[src/sv/column_occurrence_delivery_top_macros.svh]
// assertion helpers for the column occurrence delivery block
`ifndef COLUMN_OCCURRENCE_DELIVERY_TOP_MACROS_SVH
`define COLUMN_OCCURRENCE_DELIVERY_TOP_MACROS_SVH

// same-cycle implication
`define COD_ASSERT_NOW(label, clk, rstn, ante, cons, msg) \
    label: assert property (@(posedge clk) disable iff (!(rstn)) (ante) |-> (cons)) \
        else $error(msg);

// next-cycle implication
`define COD_ASSERT_NEXT(label, clk, rstn, ante, cons, msg) \
    label: assert property (@(posedge clk) disable iff (!(rstn)) (ante) |=> (cons)) \
        else $error(msg);

`endif

[src/sv/cod_pkg.sv]
`timescale 1ns / 1ps
package cod_pkg;

    localparam int COLUMNS    = 4096;
    localparam int COUNT_BITS = 20;
    localparam int ROW_BITS   = 20;

    localparam int COL_W      = 12;
    localparam int SLOT_W     = 20;
    localparam int ROWID_W    = 20;
    localparam int LIMIT_W    = 13;
    localparam int IDX_W      = (COLUMNS > 1) ? $clog2(COLUMNS) : 1;
    localparam int S_TDATA_W  = 32;
    localparam int M_TDATA_W  = 56;
    localparam int CFG_IDX_W  = 2;
    localparam int CFG_DATA_W = 13;

    localparam logic [CFG_IDX_W-1:0] CFG_DELIVER_MODE = 2'd0;
    localparam logic [CFG_IDX_W-1:0] CFG_TRACK_FIRST  = 2'd1;
    localparam logic [CFG_IDX_W-1:0] CFG_COLUMN_LIMIT = 2'd2;

    localparam logic [LIMIT_W-1:0] LIMIT_RESET = 13'd4096;

    localparam logic ACTION_ELEMENT = 1'b0;
    localparam logic ACTION_READ    = 1'b1;

    typedef logic [COUNT_BITS-1:0] count_t;
    typedef logic [IDX_W-1:0]      idx_t;

    localparam count_t COUNT_MAX = '1;

    // request handed from the row filter to the count update stage
    typedef struct packed {
        logic               load;
        logic               is_read;
        logic               in_range;
        logic [ROWID_W-1:0] row_id;
        logic [COL_W-1:0]   column;
    } issue_t;

    function automatic idx_t col_index(input logic [COL_W-1:0] col);
        return idx_t'(col);
    endfunction

endpackage

[src/sv/cod_row_filter.sv]
`timescale 1ns / 1ps
module cod_row_filter
    import cod_pkg::*;
(
    input  logic               aclk,
    input  logic               aresetn,
    input  logic               accept,
    input  logic               action,
    input  logic [ROWID_W-1:0] row_id,
    input  logic [COL_W-1:0]   column,
    input  logic               row_end,
    input  logic [LIMIT_W-1:0] column_limit,
    output issue_t             issue
);

    logic row_stopped_reg;
    logic row_stopped_next;
    logic over_limit;
    logic in_range;

    assign in_range   = 32'(column) < 32'(COLUMNS);
    assign over_limit = (32'(column) >= 32'(column_limit)) || !in_range;

    always_comb begin
        row_stopped_next = row_stopped_reg;
        if (accept && action == ACTION_ELEMENT) begin
            if (row_stopped_reg || over_limit) begin
                row_stopped_next = !row_end;
            end
        end
    end

    always_ff @(posedge aclk) begin
        if (!aresetn) begin
            row_stopped_reg <= 1'b0;
        end else begin
            row_stopped_reg <= row_stopped_next;
        end
    end

    always_comb begin
        issue.load     = accept && (action == ACTION_READ ||
                                    (!row_stopped_reg && !over_limit));
        issue.is_read  = action == ACTION_READ;
        issue.in_range = in_range;
        issue.row_id   = row_id;
        issue.column   = column;
    end

endmodule

[config.mk]
export PLATFORM = sky130hd
export DESIGN_NAME = cod_row_filter
export DESIGN_NICKNAME = d
export VERILOG_FILES = /design/src/sv/column_occurrence_delivery_top_macros.svh /design/src/sv/cod_pkg.sv /design/src/sv/cod_row_filter.sv
export SDC_FILE = /design/constraint.sdc
export NUM_CORES = 1
export LEC_CHECK = 0
export BUFFER_PORTS_ARGS = -buffer_cell sky130_fd_sc_hd__buf_2
export CAP_MARGIN = 15
export CORE_AREA = 2 2 60 45
export CTS_BUF_LIST = sky130_fd_sc_hd__clkbuf_8
export CTS_CLUSTER_SIZE = 12
export DETAILED_ROUTE_END_ITERATION = 10
export DIE_AREA = 0 0 62 47
export PLACE_DENSITY = 0.75
export SYNTH_ARGS = -nofsm -noshare
export SYNTH_HDL_FRONTEND = slang
export SYNTH_SLANG_ARGS = --single-unit
export TNS_END_PERCENT = 20
[constraint.sdc]
create_clock -name aclk -period 1.6 [get_ports aclk]
set_clock_uncertainty 0.15 [all_clocks]
set_input_delay 0.16 -clock aclk [delete_from_list [all_inputs] [get_ports aclk]]
set_output_delay 0.16 -clock aclk [all_outputs]
set_load 0.1 [all_outputs]
Yosys cells after proc, flatten, opt, wreduce, memory -nomap -nowiden:

Index checks and enable logic that the tools add are counted.

* bits in registers: 1
* bits of input ports: 50
* output and inout port bits: 35
* word-level logic and storage cells: 12

* order comparisons: 1
* bitwise operators: 1
* reductions and logical operators: 9

Operators by type and width (count)
* greater-or-equal comparator 12 x 13 -> 1 bit: 1
* logical AND 1 bit: 3
* logical NOT 1 bit: 3
* logical OR 1 bit: 2
* AND reduction 2 bit: 1
* inverter 1 bit: 1

Longest topological paths before layout:

* word-level depth: 5
* depth in mapped cells: 6
* depth with buffers taken out: 6

Worst setup path after synthesis:

No wires, ideal clock.

* path type: input port to output port
* start point: input column_limit[2]
* end point: output issue[34] in the netlist's numbering
* arrival: 3353 ps
* required time: 1290 ps
* setup slack: -2063 ps
* stages on the path: 6
* buffers on the path: 0
* path through: inv_1 -> ha_1 -> a21oi_2 -> o21ai_1 -> a311o_1 -> a221oi_1

RTL lines
* start, declared: line cod_row_filter.sv:12 `input logic [LIMIT_W-1:0] column_limit,`
* end, declared: line cod_row_filter.sv:13 `output issue_t issue`

==> qor.yml <==
status: "finished with violations"
violations: "negative setup slack"
dp.cells: 133
grt_pass1_vias: 513
setup_viol: 2
firstDrtPassIters: 2
drt-initial-drc-count: 5
grt_max_degree: 5
antenna_found_initial: 0
synth_cell_type_count: 22
crit_type: "in2out"
finalPower_mw: 0.392
synth_cells: 87
final_cell_area_um2: 861
path_buf_inv: 3
crit_chain: "buf_6 -> inv_4 -> ha_4 -> a21oi_2 -> o21ai_2 -> a311o_1 -> a221oi_4 -> buf_12"
synth_nets: 149
dpl_cell_area_um2: 800
whs_ps: 170
synth_top_cell_by_area: "buf_4"
fillers: 242
wire_per_inst_um: 11.0
core-area_um2: 2350
maxCapViolCount: 0
start_kind: "input pin"
final_cells: 134
io_pins: 85
io_buffers: 43
drc: 0
via_per_inst: 4.16
multi_input_area_um2: 462
vdd_drop_max_uv: 107
fin_setup_tns_ps: -493
num_rows: 15
vias: 558
place_ws_ps: -332
critPathCaptureType: "output pin"
slowest_delay_ps: 360
yosys_warnings: 0
drive_gt1_share_pct: 71.0
place_hpwl_mm: 1.27
rsz0062_at_grt: "yes"
crit_family: "compound AO/OA/AOI/OAI gates"
die-area_um2: 2910
ys_ff_latch: 1
drv_slew: 0
critPathSlowestCell: "a311o_1"
post_synth.cell_area_avg_um2: 7.54
power_density_nw_per_um2: 455
n_antenna_cell: 0
area_growth_syn_to_layout_pct: 31.3
insertion_delay_ps: 0
synthTopCellsByArea: "buf_4 39%, ha_1 23%, inv_1 8.6%"
hold_violations: 0
timing.fmax_mhz: 520
largest_reg_flops: 1
layout_worst_path_cycle_share_pct: 120
critPathMaxFanout: 2
dieWidth_um: 62
antenna_left: 0
crit_required_ps: 1290
hold_path_class: "in2out"
synth-seq-area-share_pct: 3.05
r2r_slack_ps: 240
die_h_um: 47
wl_mm: 1.47
place.gp.congestion: 0.685
utilization_pct: 36.7
yosys.area.top_type_share_pct: 38.9
start_util_pct: 27.9
fin_ws_ps: -322
syn_area_um2: 656
leakage_nw: 0.449
grt_usage_pct: 8.52
grt-ovfl-total: 0
min_period_ps: 1920
layout.nets: 164
regArea_um2: 20.0
grt_pass1_wl_mm: 1.93
critPathArrivalTime_ps: 1610
-- placed cells by master (no fill, tap or decap), drive strengths merged --
cell type	Yosys	routed
buf	34	47
inv	15	15
ha	12	12
nand2	4	4
a21oi	3	3
a21o	2	2
nand4	2	2
nand3	2	2
nor2b	2	2
a221o	1	1
o21ai	1	1
a311o	1	1
o2111ai	1	1
a311oi	1	1
a221oi	1	1
and4bb	1	1
a31oi	1	1
a32o	1	1
conb	1	1
dfxtp	1	1
-- final timing paths --
| kind | startpoint | endpoint | depth (start not counted) |
|---|---|---|---|
| hold / removal | row_id[14] | issue[26] | 0 |
| setup / recovery | column_limit[2] | issue[34] | 8 |
| setup reg to reg | row_stopped_reg$_SDFFE_PN0P_ | row_stopped_reg$_SDFFE_PN0P_ | 4 |
| hold reg to reg | row_stopped_reg$_SDFFE_PN0P_ | row_stopped_reg$_SDFFE_PN0P_ | 2 |
-- power by group --
part,switching (mW),total (mW),internal (mW),leakage (nW)
Sequential,0.000284,0.0263,0.0261,0.00808
Clock,0,0,0,0
Combinational,0.244,0.365,0.121,0.441
-- timing repair --
item	4_1_cts	5_1_grt
gates resized for setup	5	8
endpoints found under the setup margin	2	2
pin swaps	7	6
setup buffers	1	0
endpoints found under the hold margin	0	0
hold buffers	0	0
-- kinds of logic (layout without fill, tap and decap cells) --
group	Yosys count	in the layout	share of synthesized area [%]
other cells	1	1	0.572
buf+inv	49	62	47.5
flops	1	1	3.05
compound gates	13	13	16.0
fa+ha+maj	12	12	22.9
simple gates	11	11	9.92
-- cells in the mapped netlist --
| cell type | instances |
|---|---|
| buf_4 | 34 |
| a311o_1 | 1 |
| a221oi_1 | 1 |
| nand4_1 | 2 |
| nor2b_1 | 2 |
| a31oi_1 | 1 |
| a221o_1 | 1 |
| and4bb_1 | 1 |
| inv_1 | 15 |
| nand3_1 | 2 |
| o21ai_1 | 1 |
| dfxtp_1 | 1 |
| a311oi_1 | 1 |
| a21oi_1 | 1 |
| nand2_1 | 3 |
| a21oi_2 | 2 |
| a21o_1 | 2 |
| conb_1 | 1 |
| a32o_1 | 1 |
| o2111ai_1 | 1 |
| ha_1 | 12 |
| nand2_2 | 1 |
-- routing by layer --
metal | vias up | global-route usage [%] | share of wire [%]
li1 | 283 | - | -
met1 | 239 | 7.48 | 32
met2 | 36 | 18.3 | 56
met3 | 0 | 3.58 | 12
met4 | 0 | 0.851 | 0
met5 | - | 0 | 0
-- area by class of cell --
cell class,instances,share of cell area (%)
Sequential cell,1,2.33
Tap cell,34,4.94
Timing Repair Buffer,47,32.0
Inverter,15,7.12
Multi-Input combinational cell,37,53.6
Note: power is estimated with default switching activity, not from simulation.
