`src/sv/column_occurrence_delivery_top_macros.svh`:
```
// assertion helpers for the column occurrence delivery block
`ifndef COLUMN_OCCURRENCE_DELIVERY_TOP_MACROS_SVH
`define COLUMN_OCCURRENCE_DELIVERY_TOP_MACROS_SVH

// same-cycle implication
`define COD_ASSERT_NOW(label, clk, rstn, ante, cons, msg) \
    label: assert property (@(posedge clk) disable iff (!(rstn)) (ante) |-> (cons)) \
        else $error(msg);

// next-cycle implication
`define COD_ASSERT_NEXT(label, clk, rstn, ante, cons, msg) \
    label: assert property (@(posedge clk) disable iff (!(rstn)) (ante) |=> (cons)) \
        else $error(msg);

`endif

```
`src/sv/cod_pkg.sv`:
```
`timescale 1ns / 1ps
package cod_pkg;

    localparam int COLUMNS    = 4096;
    localparam int COUNT_BITS = 20;
    localparam int ROW_BITS   = 20;

    localparam int COL_W      = 12;
    localparam int SLOT_W     = 20;
    localparam int ROWID_W    = 20;
    localparam int LIMIT_W    = 13;
    localparam int IDX_W      = (COLUMNS > 1) ? $clog2(COLUMNS) : 1;
    localparam int S_TDATA_W  = 32;
    localparam int M_TDATA_W  = 56;
    localparam int CFG_IDX_W  = 2;
    localparam int CFG_DATA_W = 13;

    localparam logic [CFG_IDX_W-1:0] CFG_DELIVER_MODE = 2'd0;
    localparam logic [CFG_IDX_W-1:0] CFG_TRACK_FIRST  = 2'd1;
    localparam logic [CFG_IDX_W-1:0] CFG_COLUMN_LIMIT = 2'd2;

    localparam logic [LIMIT_W-1:0] LIMIT_RESET = 13'd4096;

    localparam logic ACTION_ELEMENT = 1'b0;
    localparam logic ACTION_READ    = 1'b1;

    typedef logic [COUNT_BITS-1:0] count_t;
    typedef logic [IDX_W-1:0]      idx_t;

    localparam count_t COUNT_MAX = '1;

    // request handed from the row filter to the count update stage
    typedef struct packed {
        logic               load;
        logic               is_read;
        logic               in_range;
        logic [ROWID_W-1:0] row_id;
        logic [COL_W-1:0]   column;
    } issue_t;

    function automatic idx_t col_index(input logic [COL_W-1:0] col);
        return idx_t'(col);
    endfunction

endpackage

```
`src/sv/cod_count_update.sv`:
```
`timescale 1ns / 1ps
module cod_count_update
    import cod_pkg::*;
(
    input  logic                 aclk,
    input  logic                 aresetn,
    input  issue_t               issue,
    input  logic                 deliver_mode,
    input  logic                 track_first,
    output logic                 in_ready,
    output logic                 clear_busy,
    output logic                 ram_we,
    output idx_t                 ram_waddr,
    output count_t               ram_wdata,
    output logic                 ram_re,
    output idx_t                 ram_raddr,
    input  count_t               ram_rdata,
    output logic                 m_tvalid,
    input  logic                 m_tready,
    output logic [M_TDATA_W-1:0] m_tdata
);

    logic                 clear_busy_reg;
    idx_t                 clear_idx_reg;
    logic                 p1_valid_reg;
    logic                 p1_valid_next;
    issue_t               p1_reg;
    logic                 fwd_valid_reg;
    idx_t                 fwd_addr_reg;
    count_t               fwd_data_reg;
    logic                 m_valid_reg;
    logic [M_TDATA_W-1:0] m_data_reg;

    idx_t                 p1_idx;
    logic                 advance;
    count_t               old_count;
    count_t               new_count;
    logic                 sat;
    logic                 first;
    logic [SLOT_W-1:0]    slot;
    logic [ROWID_W-1:0]   out_row;
    logic [M_TDATA_W-1:0] packed_result;

    assign p1_idx  = col_index(p1_reg.column);
    assign advance = p1_valid_reg && (!m_valid_reg || m_tready);

    // the write of the previous edge is not yet visible in the read data
    assign old_count = (fwd_valid_reg && fwd_addr_reg == p1_idx) ? fwd_data_reg : ram_rdata;

    always_comb begin
        sat   = 1'b0;
        first = 1'b0;
        if (p1_reg.is_read) begin
            new_count = '0;
        end else begin
            sat       = old_count == COUNT_MAX;
            first     = track_first && old_count == '0;
            new_count = sat ? old_count : old_count + count_t'(1);
        end
    end

    assign slot    = p1_reg.in_range ? SLOT_W'(old_count) : '0;
    assign out_row = (!p1_reg.is_read && deliver_mode) ?
                     ROWID_W'(ROW_BITS'(p1_reg.row_id)) : '0;
    assign packed_result = {2'b00, sat, first, out_row, slot, p1_reg.column};

    assign ram_re    = issue.load && issue.in_range;
    assign ram_raddr = col_index(issue.column);
    assign ram_we    = clear_busy_reg || (advance && p1_reg.in_range);
    assign ram_waddr = clear_busy_reg ? clear_idx_reg : p1_idx;
    assign ram_wdata = clear_busy_reg ? '0 : new_count;

    assign in_ready   = !clear_busy_reg && (!p1_valid_reg || advance);
    assign clear_busy = clear_busy_reg;

    always_comb begin
        p1_valid_next = p1_valid_reg;
        if (issue.load) begin
            p1_valid_next = 1'b1;
        end else if (advance) begin
            p1_valid_next = 1'b0;
        end
    end

    always_ff @(posedge aclk) begin
        if (!aresetn) begin
            clear_busy_reg <= 1'b1;
            clear_idx_reg  <= '0;
            p1_valid_reg   <= 1'b0;
            fwd_valid_reg  <= 1'b0;
            m_valid_reg    <= 1'b0;
        end else begin
            if (clear_busy_reg) begin
                clear_idx_reg <= clear_idx_reg + idx_t'(1);
                if (clear_idx_reg == idx_t'(COLUMNS - 1)) begin
                    clear_busy_reg <= 1'b0;
                end
            end
            p1_valid_reg <= p1_valid_next;
            if (clear_busy_reg) begin
                fwd_valid_reg <= 1'b0;
            end else if (advance && p1_reg.in_range) begin
                fwd_valid_reg <= 1'b1;
            end
            if (advance) begin
                m_valid_reg <= 1'b1;
            end else if (m_tready) begin
                m_valid_reg <= 1'b0;
            end
        end
    end

    always_ff @(posedge aclk) begin
        if (issue.load) begin
            p1_reg <= issue;
        end
        if (advance && p1_reg.in_range) begin
            fwd_addr_reg <= p1_idx;
            fwd_data_reg <= new_count;
        end
        if (advance) begin
            m_data_reg <= packed_result;
        end
    end

    assign m_tvalid = m_valid_reg;
    assign m_tdata  = m_data_reg;

endmodule

```
`config.mk`:
```
export PLATFORM = sky130hd
export DESIGN_NAME = cod_count_update
export DESIGN_NICKNAME = d
export VERILOG_FILES = /design/src/sv/column_occurrence_delivery_top_macros.svh /design/src/sv/cod_pkg.sv /design/src/sv/cod_count_update.sv
export SDC_FILE = /design/constraint.sdc
export NUM_CORES = 1
export LEC_CHECK = 0
export BUFFER_PORTS_ARGS = -buffer_cell sky130_fd_sc_hd__buf_4
export CAP_MARGIN = 10
export CELL_PAD_IN_SITES_DETAIL_PLACEMENT = 1
export CELL_PAD_IN_SITES_GLOBAL_PLACEMENT = 1
export CORE_MARGIN = 2
export CORE_UTILIZATION = 42
export DETAILED_ROUTE_END_ITERATION = 16
export HOLD_SLACK_MARGIN = 0.1
export PLACE_DENSITY_LB_ADDON = 0.3
export SYNTH_ARGS = -nofsm -noshare
export SYNTH_HDL_FRONTEND = slang
export SYNTH_SLANG_ARGS = --single-unit
```
`constraint.sdc`:
```
create_clock -name aclk -period 6.18 [get_ports aclk]
set_clock_uncertainty 0.1 [all_clocks]
set_input_delay 0 -clock aclk [delete_from_list [all_inputs] [get_ports aclk]]
set_output_delay 0 -clock aclk [all_outputs]
set_load 0.02 [all_outputs]
```
Word-level counts from Yosys, hierarchy flattened --
Cells that the tools add are included.
Cells by class: eq/ne operators 3, add/sub/neg operators 2, reduce and logical (&&, ||, !) cells 18, multiplexer cells 11, bitwise gates (word level) 1
Operators with widths (number):
- 2-to-1 mux 20 bit | 4
- adder 20 x 1 -> 20 bit (second input constant) | 1
- == test 20 bit (second input constant) | 1
- zero test 20 bit | 1
- adder 12 x 1 -> 12 bit (second input constant) | 1
- == test 12 bit | 1
- == test 12 bit (second input constant) | 1
- 2-to-1 mux 12 bit | 1
- logical AND 1 bit | 7
- 2-to-1 mux 1 bit | 6
- zero test 1 bit | 4
- nonzero test 2 bit | 2
- logical OR 1 bit | 3
- OR reduction 2 bit | 1
- inverter 1 bit | 1
Storage, ports and cells: register bits 136, word-level logic and storage cells 50, output and inout port bits 105, input bits 60

Depth between registers and ports, before layout --
word-level depth 7, mapped depth 14

Least setup slack after synthesis --
OpenSTA, ideal clock, no wires.
path kind register -> register, from register m_valid_reg, in the netlist m_tvalid, to register fwd_addr_reg[0], enable pin, clock period less this slack 4.559 ns, slack 1.621 ns, setup time 0.393 ns, data arrival time 4.065 ns, required time 5.687 ns, buffers on the path 0, cell stages (with the launch flop) 4, cells stage by stage dfxtp_1 nor2b_1 nor2b_1 and2_1
On the way: cells in the longest elaborated chain, start to end 4
RTL lines:
- start, declared | RTL line cod_count_update.sv:31 | logic m_valid_reg;
- start signal, assigned | RTL line cod_count_update.sv:91 | m_valid_reg <= 1'b0;
- start signal, assigned | RTL line cod_count_update.sv:106 | m_valid_reg <= 1'b1;
- start signal, assigned | RTL line cod_count_update.sv:108 | m_valid_reg <= 1'b0;
- zero test 1 bit | RTL line cod_count_update.sv:45 | assign advance = p1_valid_reg && (!m_valid_reg || m_tready);
- logical OR 1 bit | RTL line cod_count_update.sv:45
- logical AND 1 bit | RTL line cod_count_update.sv:45
- via advance | RTL line cod_count_update.sv:35 | logic advance;
- logical AND 1 bit | RTL line cod_count_update.sv:117 | if (advance && p1_reg.in_range) begin
- end signal, assigned | RTL line cod_count_update.sv:118 | fwd_addr_reg <= p1_idx;
- end, declared | RTL line cod_count_update.sv:29 | idx_t fwd_addr_reg;
The timed path passes the listed nets, and every way through them passes these cells. A chain may end at the register's enable or synchronous reset.

Final worst setup path --
from register p1_reg (netlist bit p1_idx[7]), to output port ram_wdata[9]
On the way: cells in the longest elaborated chain, start to end 7, elaborated cells between the ends (all ways) 8, those cells by class 1 x add/sub; 2 x eq/ne; 4 x mux; 1 x reduce/logical
RTL lines:
- start, declared | RTL line cod_count_update.sv:27 | issue_t p1_reg;
- start signal, assigned | RTL line cod_count_update.sv:115 | p1_reg <= issue;
- == test 12 bit (*) | RTL line cod_count_update.sv:48 | assign old_count = (fwd_valid_reg && fwd_addr_reg == p1_idx) ? fwd_data_reg : ram_rdata;
- logical AND 1 bit (*) | RTL line cod_count_update.sv:48
- 2-to-1 mux 20 bit (*) | RTL line cod_count_update.sv:48
- via old_count[0] | RTL line cod_count_update.sv:36 | count_t old_count;
- adder 20 x 1 -> 20 bit / == test 20 bit (equally long branches) | RTL line cod_count_update.sv:58, cod_count_update.sv:56
- 2-to-1 mux 20 bit (*) | RTL line cod_count_update.sv:58 | new_count = sat ? old_count : old_count + count_t'(1);
- 2-to-1 mux 20 bit (*) | RTL line cod_count_update.sv:53 | if (p1_reg.is_read) begin
- 2-to-1 mux 20 bit (*) | RTL line cod_count_update.sv:71 | assign ram_wdata = clear_busy_reg ? '0 : new_count;
- end, declared | RTL line cod_count_update.sv:14 | output count_t ram_wdata,
Mark *: on every way through the listed nets, which the timed path passes. The rest lies on a longest branch.

==> results.rst <==
.. list-table::
   :header-rows: 1

   * - Metric
     - Value
   * - Via count of the first global-routing pass
     - around 5,600
   * - Layout fillers
     - 1,526
   * - Number of inserted diodes
     - 0
   * - Number of buffers added by the clock tree synthesis step
     - 17
   * - Number of DRC markers after the initial detailed-route iteration
     - 241
   * - Maximum capacitance violations
     - 0
   * - Chip Width
     - ~130 um
   * - Total Nets Final
     - 808
   * - Result of the run
     - complete, no violations
   * - Most common cell after layout, fill and taps aside
     - sky130_fd_sc_hd__buf_4
   * - Launching element type of the critical path
     - flop
   * - Final Worst Setup Slack
     - between 1.5 and 2 ns
   * - Net Sw Frac
     - 0.264
   * - Initial antenna violation count
     - 0
   * - Chip height
     - between 100 and 150 um
   * - Synth Flop Type
     - sky130_fd_sc_hd__edfxtp_1
   * - Cell type with the highest aggregate area in the netlist
     - sky130_fd_sc_hd__edfxtp_1
   * - Maximum net fanout on the critical path
     - 10
   * - Reg-to-reg endpoint
     - fwd_data_reg[9]
   * - Max H-tree Level
     - 4
   * - Switching power
     - approximately 610 uW
   * - Sequential area share after synthesis
     - 0.596
   * - Post-route fraction of the period consumed by the critical path
     - 0.723
   * - Length in cells of the worst reg-to-reg path
     - 12
   * - Number of enable-type register cells in the synthesized netlist
     - 120
   * - Final critical-path required period
     - around 4.5 ns
   * - Slew at the pin closest to its max-slew limit
     - about 1 ns
   * - DRT Pass-1 Iters
     - 4
   * - Netlist Area Pre-Place
     - between 0.006 and 0.007 mm^2
   * - Worst hold endpoint
     - p1_reg[21]
   * - Setup TNS
     - 0 ns
   * - Detailed-placement wirelength estimate
     - 12,700 um
   * - Share of final-layout standard cells stronger than drive strength 1
     - 0.296
   * - Static Leak
     - ~0.0035 uW
   * - Main area contributors after synthesis
     - sky130_fd_sc_hd__edfxtp_1, sky130_fd_sc_hd__mux2i_1, sky130_fd_sc_hd__dfxtp_1
   * - Deepest clock path buffer count
     - 2
   * - Final-report setup violation count
     - 0
   * - Setup crit end kind
     - output port
   * - Final Non-Filler Cells
     - 969
   * - Launch instance of the worst min-delay path
     - issue[21]
   * - Number of vias per cell
     - 5.21
   * - Area of the die
     - ~0.017 mm^2
   * - Worst r2r src
     - p1_idx[7]
   * - # placed instances
     - 878
   * - Power density over the cells
     - 256 mW/mm^2
   * - GRT Util Overall
     - 0.240
   * - Count of antenna-violating nets left after detailed routing
     - 0
   * - Worst hold path type
     - in2reg
   * - Global-route wire length before repair
     - between 30,000 and 40,000 um
   * - Comb power frac
     - 0.105
   * - Count of cells along the worst hold path
     - 2
   * - Io pins
     - roughly 170
   * - Clk sinks
     - 136
   * - FFs w/ async S/R, synth
     - 0
   * - Register-to-register setup slack
     - around 2 ns
   * - Distinct cell type count after synthesis
     - between 40 and 50
   * - Initial Utilization
     - 0.432
   * - Post-DR wirelength/cell
     - between 20 and 25 um
   * - Post-CTS setup buffer count
     - 0
   * - Kind of critical path
     - reg2out
   * - Post-Synthesis Cells
     - ~530
   * - Number of flip-flops and latches in the synthesized netlist
     - about 140
   * - Post-cts hold buffer count
     - just under 60
   * - Remaining Overflow, GRT
     - 0
   * - Global placement routability congestion
     - approximately 0.91
   * - Core region area
     - between 0.015 and 0.02 mm^2
   * - Average instance area after synthesis
     - between 10 and 15 um^2
   * - Fraction of post-synthesis cell area in the top cell type by area
     - 0.547
   * - Total power
     - approximately 2300 uW
   * - Worst hold slack across all endpoints
     - around 0.19 ns
   * - Data arrival time at the worst-slack endpoint
     - approximately 4.4 ns
   * - Pre-CTS worst setup slack
     - between 2 and 2.5 ns
   * - Flip-flop count of the largest register after layout
     - between 50 and 60
   * - Clock tree from TritonCTS
     - done
   * - P_int
     - 1710 uW
   * - Slew Viols, Final
     - 0
   * - Post-cts gate resize count
     - 0
   * - Total number of vias
     - ~5,000
   * - Post-route DRC violation count
     - 0
   * - Worst VDD drop
     - roughly 0.24 mV
   * - Largest net degree at the start of global routing
     - 55
   * - Highest-count cells in the layout ignoring fill and taps
     - sky130_fd_sc_hd__buf_4, sky130_fd_sc_hd__edfxtp_1, sky130_fd_sc_hd__dlygate4sd3_1, sky130_fd_sc_hd__and2_1, sky130_fd_sc_hd__nor2_1
   * - Insertion delay of the later-clocked pin in the worst-skew pair
     - roughly 0.42 ns
   * - DRT Wirelength
     - just under 20,000 um
   * - Clock-pin slew on the worst setup and hold paths
     - 0.07 ns
   * - CTS Root Cell
     - sky130_fd_sc_hd__clkbuf_16
   * - Number of buffers added on ports
     - 162
   * - Data required time at the worst endpoint
     - around 6 ns
   * - Synth Warn #
     - 0
   * - Row count
     - between 40 and 50
   * - Headroom to the max-slew limit
     - 0.324
   * - Highest clock rate
     - 224 MHz
   * - Hold Fails Final Rpt
     - 0
   * - Fraction of power consumed by the clock network
     - 0.426
   * - Sequential share of power
     - 0.469
   * - Layout area overhead
     - 37.6%
   * - RSZ-0062 raised after global routing
     - false
critical path, cell delays in order, from the launching register on:
cell	delay (ns)
sky130_fd_sc_hd__edfxtp_1	0.44
sky130_fd_sc_hd__xnor2_1	0.18
sky130_fd_sc_hd__nand4_1	0.23
sky130_fd_sc_hd__nor4_4	0.53
sky130_fd_sc_hd__mux2i_1	0.26
sky130_fd_sc_hd__inv_1	0.11
sky130_fd_sc_hd__ha_1	0.26
sky130_fd_sc_hd__nand2_1	0.19
sky130_fd_sc_hd__nor4_4	0.63
sky130_fd_sc_hd__a2111oi_0	0.24
sky130_fd_sc_hd__mux2i_1	0.39
sky130_fd_sc_hd__nor2_1	0.12
sky130_fd_sc_hd__o21bai_1	0.18
sky130_fd_sc_hd__buf_4	0.17
cell families (layout without fill, tap and decap cells):
| group | after synthesis | in the layout | share of synthesized area |
|---|---|---|---|
| flip-flops | 136 | 136 | 0.596 |
| other | 1 | 2 | 0.000569 |
| multiplexers | 53 | 53 | 0.0838 |
| buffers and inverters | 43 | 266 | 0.0371 |
| adder cells (fa/ha/maj) | 3 | 3 | 0.00570 |
| AND/OR/NAND/NOR | 217 | 217 | 0.181 |
| XOR/XNOR | 41 | 41 | 0.0545 |
| AO/OA/AOI/OAI | 40 | 40 | 0.0412 |
cell type report:
class                      instances  area, um^2  area share
sequential                       136        3920       0.433
timing repair buffer             226        1840       0.204
clock inverter                    15         145      0.0160
tap                              211         264      0.0291
multi-input combinational        356        2430       0.268
inverter                           8        30.0     0.00331
clock buffer                      17         425      0.0469
metal layers:
| metal | part of all wire | routed length [um] | GRT usage |
|---|---|---|---|
| met3 | 0.034 | 669 | 0.0413 |
| met2 | 0.54 | 10400 | 0.435 |
| met5 | 0 | 0 | 0 |
| met4 | 0.018 | 359 | 0.0831 |
| met1 | 0.41 | 7970 | 0.288 |
through the flow:
stage,area (um^2),utilization
2_1_floorplan,6590,-
3_3_place_gp,7900,0.518
3_5_place_dp,7900,0.518
4_1_cts,9060,0.594
5_1_grt,9060,0.594
6_report,9060,0.594
power by group through the flow:
| stage | Clock (uW) | Sequential, uW | Combinational, uW |
|---|---|---|---|
| after floorplan | 0 | 1120 | 88.7 |
| after global routing | 1040 | 1090 | 262 |
| after detailed placement | 0 | 1110 | 212 |
| after CTS | 1000 | 1090 | 243 |
| after global placement | 0 | 1100 | 206 |
| final | 990 | 1090 | 243 |
Yosys cell counts, types with 2 or more instances:
cell                        instances
sky130_fd_sc_hd__xnor2_1           31
sky130_fd_sc_hd__clkbuf_1          13
sky130_fd_sc_hd__nor4_4             2
sky130_fd_sc_hd__o2111ai_1          2
sky130_fd_sc_hd__or2_2              2
sky130_fd_sc_hd__buf_4             15
sky130_fd_sc_hd__or4_1              3
sky130_fd_sc_hd__o311ai_0           2
sky130_fd_sc_hd__nor3_1            12
sky130_fd_sc_hd__a211oi_1           5
sky130_fd_sc_hd__and3_1             8
sky130_fd_sc_hd__o21ai_0            8
sky130_fd_sc_hd__and2_1            44
sky130_fd_sc_hd__o211ai_1           2
sky130_fd_sc_hd__inv_1              8
sky130_fd_sc_hd__nor2_1            42
sky130_fd_sc_hd__mux2_2            17
sky130_fd_sc_hd__dfxtp_1           16
sky130_fd_sc_hd__and4_1             5
sky130_fd_sc_hd__xor2_1            10
sky130_fd_sc_hd__a31oi_1            2
sky130_fd_sc_hd__mux2i_1           36
sky130_fd_sc_hd__o31a_1             3
sky130_fd_sc_hd__nor4_1            13
sky130_fd_sc_hd__nand4_1           14
sky130_fd_sc_hd__edfxtp_1         120
sky130_fd_sc_hd__buf_2              2
sky130_fd_sc_hd__nand2_1           33
sky130_fd_sc_hd__ha_1               3
sky130_fd_sc_hd__a21oi_1            8
sky130_fd_sc_hd__buf_6              3
sky130_fd_sc_hd__nor2b_1           21
sky130_fd_sc_hd__nand3_1           13
how the worst max path moves through the flow:
stage	start	to	cells past startpoint
2_1_floorplan	m_tvalid	fwd_addr_reg[0]	3
3_3_place_gp	p1_idx[5]	fwd_data_reg[9]	12
3_5_place_dp	p1_idx[7]	fwd_data_reg[9]	12
4_1_cts	p1_idx[7]	ram_wdata[9]	13
5_1_grt	p1_idx[7]	ram_wdata[9]	13
6_report	p1_idx[7]	ram_wdata[9]	13
(Power assumes the default switching activity.)
